<file path="config.mk">
export PLATFORM = sky130hd
export DESIGN_NAME = dpp_fifo
export DESIGN_NICKNAME = d
export VERILOG_FILES = /design/src/rtl/core/assert_macros.svh /design/src/rtl/core/dpp_pkg.sv /design/src/rtl/core/dpp_fifo.sv
export SDC_FILE = /design/constraint.sdc
export NUM_CORES = 1
export LEC_CHECK = 0
export BUFFER_PORTS_ARGS = -buffer_cell sky130_fd_sc_hd__buf_2
export CORE_UTILIZATION = 35
export CTS_BUF_LIST = sky130_fd_sc_hd__clkbuf_8
export CTS_CLUSTER_DIAMETER = 200
export DETAILED_ROUTE_END_ITERATION = 16
export SYNTH_ARGS = -nofsm -noshare
export SYNTH_HDL_FRONTEND = slang
export SYNTH_SLANG_ARGS = --single-unit
</file>
<file path="constraint.sdc">
create_clock -name clk_i -period 2.9 [get_ports clk_i]
set_input_delay 0.145 -clock clk_i [delete_from_list [all_inputs] [get_ports clk_i]]
set_output_delay 0.145 -clock clk_i [all_outputs]
set_load 0.01 [all_outputs]
</file>
<file path="src/rtl/core/assert_macros.svh">
// Assertion macros used by the top-level RTL file.
`ifndef ASSERT_MACROS_SVH
`define ASSERT_MACROS_SVH
// Implication checked at every rising clock edge outside reset.
`define DPP_ASSERT_IMPLY(lbl, clk, rst_n, ante, cons) \
  lbl: assert property (@(posedge clk) disable iff (!(rst_n)) (ante) |-> (cons)) \
    else $error("assertion failed");
// Condition that must hold at every rising clock edge outside reset.
`define DPP_ASSERT_ALWAYS(lbl, clk, rst_n, cond) \
  lbl: assert property (@(posedge clk) disable iff (!(rst_n)) (cond)) \
    else $error("assertion failed");
`endif

</file>
<file path="src/rtl/core/dpp_pkg.sv">
// Types and constants shared by the depth-to-point block.
`timescale 1ns / 1ps
package dpp_pkg;
  localparam int unsigned QDEPTH = 4;
  localparam int unsigned QW     = 2;
  localparam int unsigned QBITS  = 18;

  typedef enum logic [2:0] {
    CFG_X_OFFSET  = 3'd0,
    CFG_CENTER_X  = 3'd1,
    CFG_CENTER_Y  = 3'd2,
    CFG_FOCAL_X   = 3'd3,
    CFG_FOCAL_Y   = 3'd4,
    CFG_FAR_DEPTH = 3'd5
  } cfg_idx_e;

  typedef enum logic {
    OP_LOAD    = 1'b0,
    OP_CONVERT = 1'b1
  } op_e;

  typedef struct packed {
    logic signed [6:0] x_offset;
    logic [13:0]       center_x;
    logic [13:0]       center_y;
    logic [13:0]       focal_x;
    logic [13:0]       focal_y;
    logic [15:0]       far_depth;
  } cfg_t;

  // One convert item on its way from the front to the back.
  typedef struct packed {
    logic [15:0]        z;
    logic signed [17:0] nx;
    logic signed [17:0] ny;
  } item_t;
endpackage

</file>
<file path="src/rtl/core/dpp_fifo.sv">
// Short queue between the front end and the arithmetic back end.
`timescale 1ns / 1ps
module dpp_fifo (
  input  logic           clk_i,
  input  logic           rst_ni,
  input  logic           wr_i,
  input  dpp_pkg::item_t wdata_i,
  input  logic           rd_i,
  output dpp_pkg::item_t rdata_o,
  output logic           nempty_o,
  output logic [dpp_pkg::QW:0] count_o
);
  dpp_pkg::item_t          buf_q [dpp_pkg::QDEPTH];
  logic [dpp_pkg::QW-1:0]  wp_q, rp_q;
  logic [dpp_pkg::QW:0]    cnt_q;

  always_ff @(posedge clk_i) begin
    if (wr_i) begin
      buf_q[wp_q] <= wdata_i;
    end
  end

  always_ff @(posedge clk_i or negedge rst_ni) begin
    if (!rst_ni) begin
      wp_q  <= '0;
      rp_q  <= '0;
      cnt_q <= '0;
    end else begin
      if (wr_i) wp_q <= wp_q + 1'b1;
      if (rd_i) rp_q <= rp_q + 1'b1;
      case ({wr_i, rd_i})
        2'b10:   cnt_q <= cnt_q + 1'b1;
        2'b01:   cnt_q <= cnt_q - 1'b1;
        default: cnt_q <= cnt_q;
      endcase
    end
  end

  assign rdata_o  = buf_q[rp_q];
  assign nempty_o = cnt_q != '0;
  assign count_o  = cnt_q;
endmodule

</file>
==> metrics.txt <==
status complete, but fails checks; violations in the final reports DRC; Period minus WS final 2480 ps; Min-Delay Path Class in2reg; period utilization 85.4%; Routed Antenna Nets 0; Worst Hold End buf_q[3][2]; Total Neg Setup Slack 0 ps; Post-Syn Area slightly below 8000 um^2; final WL 15.1 mm; Finish-stage setup viols 0; leakage 3.57 nW; FF-to-FF setup slack 1150 ps; die area 23,300 um^2; Die Wd between 150 and 200 um; Worst-Skew Late Latency 500 ps; r2r endpoint buf_q[3][42]; initial core utilization a little over a third; CP max-delay cell dfrtp_4; Top FF cell, synth edfxtp_1; Pre-antenna DRT Iters 10; Synth warnings 0; CTS tree yes; Netlist cell types 18; Async SR Flop Fraction approximately 3.3%; top cell type's share of synthesized area 78.5%; critical path data arrival time 2330 ps; Detail Route met3 WL 881 um; Via density 4.74; first-pass GRT wire length between 20 and 25 mm; H-Tree Depth 2; share of post-route cells with drive strength above 1 around two fifths; core area 22,000 um^2; FILL cells ~1,900; Residual DRC 8; Peak Freq 404 MHz; worst path required time approximately 2800 ps; synth top area cells edfxtp_1 79%, mux4_2 14%, dfrtp_1 2.2%, mux4_1 1.3%, buf_12 1.3%; NumNets Final approximately 570; Placement Rows 54; most frequent cell after synthesis edfxtp_1; Max-slew headroom a little under three fifths; CP Class reg2out; worst slew pin tran roughly 650 ps; Top Ports 112; dpl hpwl 8.53 mm; P&R area growth vs syn 26.6%; Max-cap violations 0; vias between 3,000 and 4,000; critical path, cell by cell buf_4 > mux4_1 > buf_2; vias in the first global route around 4,300; worst r2r src wp_q[0]; number of buffers created by CTS 38; met2 routed WL 7.82 mm; grt total ovfl 0; post-synth top area cell edfxtp_1; post-route cell area around 10,000 um^2; Hold Path Origin wdata_i[2]; pwr dens 936 nW/um^2; IO buf count 111; Placer Congestion 0.687; WL per Instance 18.6 um; initial antenna violation count 0; sequential fraction of the synthesis area 80.7%; crit end category output pin; post-CTS setup buffers 0; pin count of the biggest net entering global routing 53; CTS root buffer clkbuf_8; maximum fanout along the worst path 25; hold depth 2; Post-synth EDFFs 208; RSZ-0062 raised after global routing false; clk buf depth 3; Worst path max stage delay 790 ps; CTS resizes 0; clock skew between 10 and 15 ps; Critical Path Source Type flop; GRT Overall Usage between 10% and 20%; Cells after Synth 304; Post-DP Area 8850 um^2; worst reg2reg path depth 3; synth cell count leaders 208 x edfxtp_1, 48 x mux4_2, 7 x dfrtp_1; Net Count, Synth 366; Initial DRC Count 186; syn avg cell area 26.2 um^2; top sig layer met4; wire length on met1 6.05 mm; Max Slew Vio Count 0; Ant. Diodes 0; Seq cells post-synth 215; Max VDD drop around 500 uV; clock-pin slew on the worst setup and hold paths 60 ps; Sink Count 215; die span in y 153 um; Final Hold Viols 0
## power breakdown
part           leakage (nW)  switching, mW  total, mW  internal, mW
combinational          1.19           1.29       2.62          1.33
sequential             1.99          0.331       4.40          4.07
clock                 0.388           1.12       2.41          1.29
total                  3.57           2.74       9.43          6.69
## metal layers
| metal | up-vias | global-route usage [%] |
|---|---|---|
| met5 | - | 0 |
| met4 | 0 | 4.95 |
| met3 | 34 | 3.70 |
| met2 | 117 | 23.5 |
| met1 | 1977 | 15.7 |
| li1 | 1717 | - |
## area by class of cell
| cell class | count | area (um^2) | area share [%] |
|---|---|---|---|
| well taps | 280 | 350 | 3.48 |
| repair buffers | 177 | 1240 | 12.3 |
| multi-input cells | 74 | 1390 | 13.8 |
| clock inverters | 22 | 90.1 | 0.895 |
| clock buffers | 41 | 564 | 5.60 |
| inverters | 3 | 11.3 | 0.112 |
| flip-flops and latches | 215 | 6430 | 63.8 |
## worst max path at each step
stage                              to     from  slack, ps  cells past startpoint
after floorplan           buf_q[2][0]  wp_q[0]        630                      3
after global placement     rdata_o[2]  rp_q[0]        890                      3
after detailed placement   rdata_o[2]  rp_q[0]        880                      3
after CTS                 rdata_o[49]  rp_q[0]        310                      3
after global routing       rdata_o[2]  rp_q[0]        230                      3
final                      rdata_o[2]  rp_q[0]        420                      3
## flip-flops by register name, summed over array words and instances (netlist names)
register / cells
buf_q: 208
count_o: 3
wp_q: 2
rp_q: 2
## critical path: cells and delay by family (launching register included)
kind,cells,cell delay (ps)
flip-flops,1,790
multiplexers,1,570
buffers and inverters,2,470
## cells in the final DEF, fill, tap and decap left out, drive strengths merged
cell	Yosys	routed
and2	4	4
buf	12	121
clkbuf	0	41
clkinv	0	7
clkinvlp	0	1
dfrtp	7	7
dlygate4sd3	0	56
edfxtp	208	208
fa	1	1
ha	5	5
inv	3	17
mux2	1	1
mux4	52	52
nand2	2	2
nor2	1	1
o21ai	1	1
or3	1	1
xnor2	3	3
xor2	3	3
## kinds of logic after synthesis
group | Yosys count | share of synthesized area (%)
AOI/OAI and AO/OA | 1 | 0.0629
muxes | 53 | 15.1
DFF | 215 | 80.7
xor gates and xnor gates | 6 | 0.661
and+or+nand+nor | 8 | 0.535
buffers and inverters | 15 | 1.92
adders and majority gates | 6 | 1.04
## repair_timing
item                       CTS  global route
hold endpoints to repair   219             0
hold buffers                56             0
setup endpoints to repair    0             0
## through the flow
| stage | worst slack (ps) | power (mW) | util [%] | hold slack [ps] | cells |
|---|---|---|---|---|---|
| 2_1_floorplan | 633 | 6.17 | - | -151 | 304 |
| 3_3_place_gp | 885 | 7.08 | 40.2 | -7.22 | 693 |
| 3_5_place_dp | 876 | 7.12 | 40.2 | -2.88 | 693 |
| 4_1_cts | 308 | 9.65 | 45.7 | 346 | 812 |
| 5_1_grt | 230 | 9.96 | 45.7 | 371 | 812 |
| 6_report | 424 | 9.43 | 45.7 | 396 | 812 |
Power figures use the tool's default switching activity.
